File: src/rtl/tbcd_pkg.sv
// Package for the two-beam crossing detector: types, codes and reset values.
package tbcd_pkg;

    localparam int unsigned TIME_W  = 32;
    localparam int unsigned CFG_W   = 16;
    localparam int unsigned CFG_IDX_W = 2;

    localparam logic [CFG_IDX_W-1:0] CFG_TRANSIT_MIN     = 2'd0;
    localparam logic [CFG_IDX_W-1:0] CFG_LINGER_MAX      = 2'd1;
    localparam logic [CFG_IDX_W-1:0] CFG_REFRACTORY_TIME = 2'd2;

    localparam logic [CFG_W-1:0] TRANSIT_MIN_RST     = 16'd50;
    localparam logic [CFG_W-1:0] LINGER_MAX_RST      = 16'd3000;
    localparam logic [CFG_W-1:0] REFRACTORY_TIME_RST = 16'd200;

    localparam logic KIND_EDGE = 1'b0;
    localparam logic KIND_TICK = 1'b1;

    typedef enum logic [1:0] {
        MODE_IDLE       = 2'd0,
        MODE_PEND_IN    = 2'd1,
        MODE_PEND_OUT   = 2'd2,
        MODE_REFRACTORY = 2'd3
    } tbcd_mode_t;

    typedef enum logic [1:0] {
        CROSS_NONE = 2'd0,
        CROSS_IN   = 2'd1,
        CROSS_OUT  = 2'd2
    } tbcd_crossing_t;

    typedef struct packed {
        logic              kind;
        logic              beam_is_a;
        logic              beam_broken;
        logic [TIME_W-1:0] time_ms;
    } tbcd_item_t;

    typedef struct packed {
        tbcd_crossing_t   crossing;
        logic [CFG_W-1:0] transit_ms;
    } tbcd_result_t;

    typedef struct packed {
        logic [CFG_W-1:0] transit_min;
        logic [CFG_W-1:0] linger_max;
        logic [CFG_W-1:0] refractory_time;
    } tbcd_cfg_t;

endpackage

File: src/rtl/tbcd_channels.sv
// Request channel interfaces: beam/tick events in, crossing results out.
interface tbcd_item_if;
    import tbcd_pkg::*;

    logic              valid;
    logic              ready;
    logic              kind;
    logic              beam_is_a;
    logic              beam_broken;
    logic [TIME_W-1:0] time_ms;

    modport source (output valid, kind, beam_is_a, beam_broken, time_ms, input ready);
    modport sink   (input valid, kind, beam_is_a, beam_broken, time_ms, output ready);
endinterface

interface tbcd_result_if;
    import tbcd_pkg::*;

    logic             valid;
    logic             ready;
    logic [1:0]       crossing;
    logic [CFG_W-1:0] transit_ms;

    modport source (output valid, crossing, transit_ms, input ready);
    modport sink   (input valid, crossing, transit_ms, output ready);
endinterface

File: src/rtl/two_beam_crossing_detector_top.sv
// Top level of the two-beam crossing detector.
//
//   channel     dir  handshake        payload
//   item_in     in   valid / ready    kind, beam_is_a, beam_broken, time_ms
//   result_out  out  valid / ready    crossing, transit_ms
//   cfg         in   cfg_we           cfg_index, cfg_data
//
// One event per cycle sustained while result_out is not stalled; every event gives exactly one result.
// The path runs through the input register, then the single-pass state update
// into the result register.
// Reset empties both stages and restores beam state and register defaults.
// item_in.ready drops only when both stages hold data and result_out is stalled.
module two_beam_crossing_detector_top (
    input  logic                           clk,
    input  logic                           rst_n,
    tbcd_item_if.sink                      item_in,
    tbcd_result_if.source                  result_out,
    input  logic                           cfg_we,
    input  logic [tbcd_pkg::CFG_IDX_W-1:0] cfg_index,
    input  logic [tbcd_pkg::CFG_W-1:0]     cfg_data
);
    import tbcd_pkg::*;

    tbcd_cfg_t    cfg;
    tbcd_item_t   item;
    tbcd_result_t result;
    logic         fire;
    logic         out_free;

    tbcd_cfg_regs u_cfg (
        .clk       (clk),
        .rst_n     (rst_n),
        .cfg_we    (cfg_we),
        .cfg_index (cfg_index),
        .cfg_data  (cfg_data),
        .cfg       (cfg)
    );

    tbcd_in_stage u_in (
        .clk      (clk),
        .rst_n    (rst_n),
        .item_in  (item_in),
        .out_free (out_free),
        .item     (item),
        .fire     (fire)
    );

    tbcd_core u_core (
        .clk    (clk),
        .rst_n  (rst_n),
        .fire   (fire),
        .item   (item),
        .cfg    (cfg),
        .result (result)
    );

    tbcd_out_stage u_out (
        .clk        (clk),
        .rst_n      (rst_n),
        .fire       (fire),
        .result     (result),
        .result_out (result_out),
        .out_free   (out_free)
    );

endmodule

File: src/rtl/tbcd_cfg_regs.sv
// Configuration registers: transit minimum, linger limit, refractory time.
module tbcd_cfg_regs (
    input  logic                                 clk,
    input  logic                                 rst_n,
    input  logic                                 cfg_we,
    input  logic [tbcd_pkg::CFG_IDX_W-1:0]       cfg_index,
    input  logic [tbcd_pkg::CFG_W-1:0]           cfg_data,
    output tbcd_pkg::tbcd_cfg_t                  cfg
);
    import tbcd_pkg::*;

    tbcd_cfg_t cfg_reg;
    tbcd_cfg_t cfg_next;

    always_comb
    begin
        cfg_next = cfg_reg;
        if (cfg_we)
        begin
            unique case (cfg_index)
                CFG_TRANSIT_MIN:     cfg_next.transit_min     = cfg_data;
                CFG_LINGER_MAX:      cfg_next.linger_max      = cfg_data;
                CFG_REFRACTORY_TIME: cfg_next.refractory_time = cfg_data;
                default:             cfg_next = cfg_reg;
            endcase
        end
    end

    always_ff @(posedge clk or negedge rst_n)
    begin
        if (!rst_n)
        begin
            cfg_reg.transit_min     <= TRANSIT_MIN_RST;
            cfg_reg.linger_max      <= LINGER_MAX_RST;
            cfg_reg.refractory_time <= REFRACTORY_TIME_RST;
        end
        else
        begin
            cfg_reg <= cfg_next;
        end
    end

    assign cfg = cfg_reg;

endmodule

File: src/rtl/tbcd_in_stage.sv
// Input register: holds one accepted event until the core takes it.
module tbcd_in_stage (
    input  logic                 clk,
    input  logic                 rst_n,
    tbcd_item_if.sink            item_in,
    input  logic                 out_free,
    output tbcd_pkg::tbcd_item_t item,
    output logic                 fire
);
    import tbcd_pkg::*;

    logic       valid_reg;
    logic       valid_next;
    logic       accept;
    tbcd_item_t item_reg;

    assign fire          = valid_reg && out_free;
    assign item_in.ready = !valid_reg || fire;
    assign accept        = item_in.valid && item_in.ready;
    assign valid_next    = accept || (valid_reg && !fire);
    assign item          = item_reg;

    always_ff @(posedge clk or negedge rst_n)
    begin
        if (!rst_n)
        begin
            valid_reg <= 1'b0;
        end
        else
        begin
            valid_reg <= valid_next;
        end
    end

    always_ff @(posedge clk)
    begin
        if (accept)
        begin
            item_reg.kind        <= item_in.kind;
            item_reg.beam_is_a   <= item_in.beam_is_a;
            item_reg.beam_broken <= item_in.beam_broken;
            item_reg.time_ms     <= item_in.time_ms;
        end
    end

endmodule

File: src/rtl/tbcd_core.sv
// Crossing state machine: beam states, pending crossing timing, refractory hold-off.
module tbcd_core (
    input  logic                   clk,
    input  logic                   rst_n,
    input  logic                   fire,
    input  tbcd_pkg::tbcd_item_t   item,
    input  tbcd_pkg::tbcd_cfg_t    cfg,
    output tbcd_pkg::tbcd_result_t result
);
    import tbcd_pkg::*;

    tbcd_mode_t        mode_reg, mode_next;
    logic              a_broken_reg, a_broken_next;
    logic              b_broken_reg, b_broken_next;
    logic              second_seen_reg, second_seen_next;
    logic [TIME_W-1:0] first_break_reg, first_break_next;
    logic [TIME_W-1:0] refr_end_reg, refr_end_next;
    logic [CFG_W-1:0]  last_transit_reg, last_transit_next;

    logic              is_tick;
    logic [TIME_W-1:0] elapsed;
    logic [TIME_W-1:0] since_refr;
    logic              exit_refr;
    tbcd_mode_t        ev_mode;
    logic              pending;
    logic              a_after;
    logic              b_after;
    logic              second_after;
    logic              close_now;
    logic              abandon;
    logic              counted;
    logic              decide;
    logic              open_new;

    // shared decode of the current event
    always_comb
    begin
        is_tick    = (item.kind == KIND_TICK);
        elapsed    = item.time_ms - first_break_reg;
        since_refr = item.time_ms - refr_end_reg;
        // exit test uses beam states from before this event
        exit_refr  = (mode_reg == MODE_REFRACTORY) && !since_refr[TIME_W-1]
                     && !a_broken_reg && !b_broken_reg;
        ev_mode    = exit_refr ? MODE_IDLE : mode_reg;
        pending    = (ev_mode == MODE_PEND_IN) || (ev_mode == MODE_PEND_OUT);
        a_after    = (!is_tick && item.beam_is_a) ? item.beam_broken : a_broken_reg;
        b_after    = (!is_tick && !item.beam_is_a) ? item.beam_broken : b_broken_reg;
        second_after = second_seen_reg
                     || (!is_tick && pending && item.beam_broken
                         && (item.beam_is_a == (ev_mode == MODE_PEND_OUT)));
        close_now  = !is_tick && pending && !a_after && !b_after;
        abandon    = is_tick && pending && (elapsed > {16'd0, cfg.linger_max});
        counted    = close_now && second_after
                     && (elapsed >= {16'd0, cfg.transit_min})
                     && (elapsed <= {16'd0, cfg.linger_max});
        decide     = close_now || abandon;
        open_new   = !is_tick && (ev_mode == MODE_IDLE) && item.beam_broken;
    end

    // next state
    always_comb
    begin
        mode_next = mode_reg;
        if (fire)
        begin
            if (decide)
            begin
                mode_next = MODE_REFRACTORY;
            end
            else if (open_new)
            begin
                mode_next = item.beam_is_a ? MODE_PEND_IN : MODE_PEND_OUT;
            end
            else
            begin
                mode_next = ev_mode;
            end
        end
    end

    // datapath and result
    always_comb
    begin
        a_broken_next     = a_broken_reg;
        b_broken_next     = b_broken_reg;
        second_seen_next  = second_seen_reg;
        first_break_next  = first_break_reg;
        refr_end_next     = refr_end_reg;
        last_transit_next = last_transit_reg;
        if (fire)
        begin
            a_broken_next = a_after;
            b_broken_next = b_after;
            if (decide)
            begin
                second_seen_next = 1'b0;
                first_break_next = '0;
                refr_end_next    = item.time_ms + {16'd0, cfg.refractory_time};
            end
            else if (open_new)
            begin
                second_seen_next = 1'b0;
                first_break_next = item.time_ms;
            end
            else
            begin
                second_seen_next = second_after;
            end
            if (counted)
            begin
                last_transit_next = elapsed[CFG_W-1:0];
            end
        end

        unique case (ev_mode)
            MODE_PEND_IN:  result.crossing = counted ? CROSS_IN : CROSS_NONE;
            MODE_PEND_OUT: result.crossing = counted ? CROSS_OUT : CROSS_NONE;
            default:       result.crossing = CROSS_NONE;
        endcase
        result.transit_ms = counted ? elapsed[CFG_W-1:0] : last_transit_reg;
    end

    always_ff @(posedge clk or negedge rst_n)
    begin
        if (!rst_n)
        begin
            mode_reg         <= MODE_IDLE;
            a_broken_reg     <= 1'b0;
            b_broken_reg     <= 1'b0;
            second_seen_reg  <= 1'b0;
            first_break_reg  <= '0;
            refr_end_reg     <= '0;
            last_transit_reg <= '0;
        end
        else
        begin
            mode_reg         <= mode_next;
            a_broken_reg     <= a_broken_next;
            b_broken_reg     <= b_broken_next;
            second_seen_reg  <= second_seen_next;
            first_break_reg  <= first_break_next;
            refr_end_reg     <= refr_end_next;
            last_transit_reg <= last_transit_next;
        end
    end

    // a counted crossing always lands in refractory
    assert property (@(posedge clk) disable iff (!rst_n)
        fire && (result.crossing != CROSS_NONE) |=> mode_reg == MODE_REFRACTORY)
        else $error("counted crossing did not enter refractory");

    // ticks never count
    assert property (@(posedge clk) disable iff (!rst_n)
        fire && (item.kind == KIND_TICK) |-> result.crossing == CROSS_NONE)
        else $error("tick produced a crossing");

    // state holds while no event is taken
    assert property (@(posedge clk) disable iff (!rst_n)
        !fire |=> $stable(mode_reg) && $stable(last_transit_reg) && $stable(refr_end_reg))
        else $error("state changed without an event");

    // stored transit matches the one reported with the counted crossing
    assert property (@(posedge clk) disable iff (!rst_n)
        fire && counted |=> last_transit_reg == $past(result.transit_ms))
        else $error("reported transit differs from stored transit");

endmodule

File: src/rtl/tbcd_out_stage.sv
// Result register: holds one result until the sink takes it.
module tbcd_out_stage (
    input  logic                   clk,
    input  logic                   rst_n,
    input  logic                   fire,
    input  tbcd_pkg::tbcd_result_t result,
    tbcd_result_if.source          result_out,
    output logic                   out_free
);
    import tbcd_pkg::*;

    logic         valid_reg;
    logic         valid_next;
    tbcd_result_t result_reg;

    assign out_free              = !valid_reg || result_out.ready;
    assign valid_next            = fire || (valid_reg && !result_out.ready);
    assign result_out.valid      = valid_reg;
    assign result_out.crossing   = result_reg.crossing;
    assign result_out.transit_ms = result_reg.transit_ms;

    always_ff @(posedge clk or negedge rst_n)
    begin
        if (!rst_n)
        begin
            valid_reg <= 1'b0;
        end
        else
        begin
            valid_reg <= valid_next;
        end
    end

    always_ff @(posedge clk)
    begin
        if (fire)
        begin
            result_reg <= result;
        end
    end

endmodule
File: src/flat_wrapper.sv
// flat-port wrapper written by rule: the top's interface ports become plain ports
module two_beam_crossing_detector_top_flat import tbcd_pkg::*;
  (clk, rst_n, cfg_we, cfg_index, cfg_data, item_in_valid, item_in_kind, item_in_beam_is_a, item_in_beam_broken, item_in_time_ms, item_in_ready, result_out_valid, result_out_crossing, result_out_transit_ms, result_out_ready);
  tbcd_item_if item_in_i ();
  tbcd_result_if result_out_i ();
  input  logic clk;
  input  logic rst_n;
  input  logic cfg_we;
  input  logic [tbcd_pkg::CFG_IDX_W-1:0] cfg_index;
  input  logic [tbcd_pkg::CFG_W-1:0] cfg_data;
  input wire logic [$bits(item_in_i.valid)-1:0] item_in_valid;
  input wire logic [$bits(item_in_i.kind)-1:0] item_in_kind;
  input wire logic [$bits(item_in_i.beam_is_a)-1:0] item_in_beam_is_a;
  input wire logic [$bits(item_in_i.beam_broken)-1:0] item_in_beam_broken;
  input wire logic [$bits(item_in_i.time_ms)-1:0] item_in_time_ms;
  output wire logic [$bits(item_in_i.ready)-1:0] item_in_ready;
  output wire logic [$bits(result_out_i.valid)-1:0] result_out_valid;
  output wire logic [$bits(result_out_i.crossing)-1:0] result_out_crossing;
  output wire logic [$bits(result_out_i.transit_ms)-1:0] result_out_transit_ms;
  input wire logic [$bits(result_out_i.ready)-1:0] result_out_ready;
  assign item_in_i.valid = item_in_valid;
  assign item_in_i.kind = item_in_kind;
  assign item_in_i.beam_is_a = item_in_beam_is_a;
  assign item_in_i.beam_broken = item_in_beam_broken;
  assign item_in_i.time_ms = item_in_time_ms;
  assign item_in_ready = item_in_i.ready;
  assign result_out_valid = result_out_i.valid;
  assign result_out_crossing = result_out_i.crossing;
  assign result_out_transit_ms = result_out_i.transit_ms;
  assign result_out_i.ready = result_out_ready;
  two_beam_crossing_detector_top u_core (.clk(clk), .rst_n(rst_n), .item_in(item_in_i), .result_out(result_out_i), .cfg_we(cfg_we), .cfg_index(cfg_index), .cfg_data(cfg_data));
endmodule
File: config.mk
export PLATFORM = sky130hd
export DESIGN_NAME = two_beam_crossing_detector_top_flat
export DESIGN_NICKNAME = d
export VERILOG_FILES = /design/src/rtl/tbcd_pkg.sv /design/src/rtl/tbcd_channels.sv /design/src/rtl/two_beam_crossing_detector_top.sv /design/src/rtl/tbcd_cfg_regs.sv /design/src/rtl/tbcd_in_stage.sv /design/src/rtl/tbcd_core.sv /design/src/rtl/tbcd_out_stage.sv /design/src/flat_wrapper.sv
export SDC_FILE = /design/constraint.sdc
export NUM_CORES = 1
export LEC_CHECK = 0
export BUFFER_PORTS_ARGS = -buffer_cell sky130_fd_sc_hd__buf_2
export CELL_PAD_IN_SITES_DETAIL_PLACEMENT = 0
export CELL_PAD_IN_SITES_GLOBAL_PLACEMENT = 1
export CORE_UTILIZATION = 53
export CTS_CLUSTER_DIAMETER = 100
export CTS_CLUSTER_SIZE = 8
export DETAILED_ROUTE_END_ITERATION = 8
export HOLD_SLACK_MARGIN = 0.06
export PLACE_DENSITY_LB_ADDON = 0.1
export REMOVE_ABC_BUFFERS = 1
export SLEW_MARGIN = 10
export SYNTH_ARGS = -nofsm -noshare
export SYNTH_HDL_FRONTEND = slang
export SYNTH_SLANG_ARGS = --single-unit
File: constraint.sdc
create_clock -name clk -period 11.7 [get_ports clk]
set_input_delay 0.585 -clock clk [delete_from_list [all_inputs] [get_ports clk]]
set_output_delay 0.585 -clock clk [all_outputs]
set_load 0.01 [all_outputs]
==> impl_metrics.env <==
export IMPL_outcome="finished clean"
export IMPL_vias=8721
export IMPL_slew_violations=0
export IMPL_grt_usage_pct=25.6
export IMPL_instances_no_fill=1524
export IMPL_dieWidth_um=152
export IMPL_cts_setup_buffers=0
export IMPL_hold_viol=0
export IMPL_rsz0062_at_grt="false"
export IMPL_ys_types=85
export IMPL_io_pins=78
export IMPL_worstPathBufferInverterCount=1
export IMPL_io_buffers=77
export IMPL_worst_pin_slew_ps=1000
export IMPL_layout_min_cycle_time_ps=5450
export IMPL_synth_flop_cell="dfrtp_1"
export IMPL_criticalPathCategory="flop to flop"
export IMPL_coreArea_um2=21900
export IMPL_ys_ff_latch=188
export IMPL_initial_core_util_pct=54.2
export IMPL_p_switching_mw=0.999
export IMPL_drt_iter0_markers=497
export IMPL_grt_pass1_wl_um=44500
export IMPL_drt_pass1_iter_count=5
export IMPL_max_stage_delay_ps=470
export IMPL_drc=0
export IMPL_path_common_cell="nand2_1"
export IMPL_netlist_area_um2=11900
export IMPL_largest_reg_flops=48
export IMPL_crit_required_ps=12010
export IMPL_clk_latency_ps=440
export IMPL_grt_ovfl_total=0
export IMPL_finalSetupViolCount=0
export IMPL_tritoncts="yes"
export IMPL_wl_per_cell_um=18.4
export IMPL_async_reset_ff_share_pct=71.8
export IMPL_wl_um=28000
export IMPL_leakage_nw=5.98
export IMPL_seqPwrFrac_pct=34.4
export IMPL_dieArea_um2=23000
export IMPL_placed_cell_area_um2=12500
export IMPL_syn2layout_area_growth_pct=10.3
export IMPL_ant_nets=0
export IMPL_vias_per_cell=5.72
export IMPL_cts_buffers=17
export IMPL_syn_inst=1157
export IMPL_grt_max_degree=70
export IMPL_antenna_cells=0
export IMPL_p_per_area_nw_per_um2=195
export IMPL_fin_area_um2=13100
export IMPL_combPwrFrac_pct=43.5
export IMPL_synth_edf_count=53
export IMPL_cp_startpoint="u_core.u_in.item[4]"
export IMPL_setup_ws_ps=6250
export IMPL_synth_top_cell_area_share_pct=25.7
export IMPL_hpwl_um=21400
export IMPL_crit_path_end_kind="flop"
export IMPL_synth_top_cell_by_area="dfrtp_1"
export IMPL_antenna_found_initial=1
export IMPL_critical_path_top_delay_family="compound AO/OA/AOI/OAI gates"
export IMPL_p_clk_share_pct=22.0
export IMPL_finalCoreUtilization_pct=59.8
export IMPL_r2r_start="u_core.u_in.item[4]"
export IMPL_grt_pass1_vias=8332
export IMPL_synth_top_cells_by_area="dfrtp_1 26%, edfxtp_1 13%, ha_1 12%"
export IMPL_layout_nets=1403
export IMPL_fin_worst_skew_ps=14.4
export IMPL_clk_pin_slew_ps=80
export IMPL_fin_tns_setup_ps=0
export IMPL_critPathArrivalTime_ps=5760
export IMPL_cp_slowest_cell="buf_4"
export IMPL_h_tree_depth=4
export IMPL_ctsHoldBuffers=0
export IMPL_clkSinkCount=188
export IMPL_dp_slack_ps=6270
export IMPL_routabilityCongestion=0.907
export IMPL_cap_violations=0
export IMPL_drive_gt1_share_pct=18.8
export IMPL_cts_root_buf="clkbuf_16"
export IMPL_finalCritPeriodShare_pct=46.6
export IMPL_internal_power_mw=1.55
export IMPL_cp_max_fo=33
export IMPL_hp_class="primary input to asynchronous set/reset pin"
export IMPL_relSlewSlack_pct=33.1
export IMPL_syn_avg_cell_area_um2=10.3
export IMPL_clock_fmax_ghz=0.184
export IMPL_cts_resized=0
export IMPL_switching_share_pct=39.2
export IMPL_yosysSeqAreaShare_pct=42.0
export IMPL_synthTopCellsByCount="122 x dfrtp_1, 122 x inv_1, 112 x ha_1"
export IMPL_ir_worst_vdd_mv=0.101
export IMPL_path_cells="ha_1, a211oi_2, o211ai_2, o21ai_0, nand2_1, nand2_1, nand2_1, a21oi_1, xnor2_1, ha_1, nand4_1, a21oi_1, o31a_1, a211oi_1, nand4b_1, nor4_1, nand4_2, nand2_2, buf_4, mux2_2"
export IMPL_synth_warning_count=0
export IMPL_cts_max_path_buffers=2
export IMPL_post_place_cells=1492
export IMPL_rows=54
export IMPL_critPathLaunchType="flop"
export IMPL_die_height_um=152
metrics by stage:
stage,hold WS [ps],total power [mW]
floorplan,289,1.69
global placement,477,1.97
detailed placement,486,1.99
CTS,164,2.56
global route,175,2.75
finish,141,2.55
worst paths after layout:
| path | endpoint | slack [ps] | depth (start not counted) |
|---|---|---|---|
| worst max-delay path | u_core.u_core.refr_end_reg[13] | 6250 | 20 |
| worst min-delay path | u_core.u_core.last_transit_reg[2] | 140 | 1 |
| worst max register to register | u_core.u_core.refr_end_reg[13] | 6250 | 20 |
| worst min register to register | u_core.u_core.refr_end_reg[15] | 500 | 1 |
| max in group asynchronous | u_core.u_in.valid_reg | 10220 | 2 |
| min in group clk | u_core.u_in.item[19] | 320 | 1 |
layer usage:
layer	vias to the layer above	global-route usage [%]	share of wire (%)
met5	-	0	0
met4	0	6.73	1.6
met3	29	5.21	4.6
met2	198	37.7	43
met1	4198	38.1	51
li1	4296	-	-
layout by cell type (no fill, tap or decap), types with 4 or more instances in the layout:
| cell | instances |
|---|---|
| inv_1 | 122 |
| dfrtp_1 | 122 |
| ha_1 | 112 |
| nand2_1 | 92 |
| buf_2 | 76 |
| a21oi_1 | 67 |
| o21ai_0 | 67 |
| mux2_2 | 59 |
| nor2_1 | 55 |
| edfxtp_1 | 53 |
| mux2i_1 | 40 |
| xnor2_1 | 31 |
| xor2_1 | 23 |
| a21o_1 | 22 |
| nor3_1 | 22 |
| nand4_1 | 20 |
| nand3_1 | 17 |
| clkbuf_16 | 17 |
| dfstp_2 | 13 |
| and3_1 | 12 |
| a211oi_1 | 11 |
| nand2b_1 | 10 |
| mux2_4 | 9 |
| o21a_1 | 8 |
| and2_1 | 8 |
| o211ai_1 | 8 |
| nor2b_1 | 8 |
| buf_4 | 7 |
| a21oi_2 | 6 |
| a31oi_1 | 6 |
| a211o_1 | 6 |
| nand3b_1 | 5 |
| o22ai_1 | 5 |
| o211a_1 | 4 |
| o221a_2 | 4 |
| and4_1 | 4 |
| a2111oi_0 | 4 |
power by group through the flow:
stage               Sequential [mW]  Clock (mW)  Combinational (mW)
global route                  0.891       0.599                1.26
CTS                           0.876       0.575                1.11
global placement              0.884           0                1.08
detailed placement            0.889           0                1.10
floorplan                     0.873           0               0.818
finish                        0.877       0.561                1.11
kinds of logic after synthesis:
| family | Yosys count | synth area share, % |
|---|---|---|
| fa+ha+maj | 114 | 12.1 |
| buf+inv | 151 | 5.13 |
| flops | 188 | 42.0 |
| xor+xnor | 54 | 3.99 |
| compound gates | 262 | 14.6 |
| simple gates | 278 | 11.8 |
| mux | 110 | 10.3 |
layout make-up:
type / count / area (um2)
repair buffers: 84 / 444
fillers: 1870 / 8800
well taps: 280 / 350
clock inverters: 14 / 136
flip-flops and latches: 188 / 4990
clock buffers: 18 / 429
multi-input cells: 818 / 6290
inverters: 122 / 458
Power figures use the tool's default switching activity.
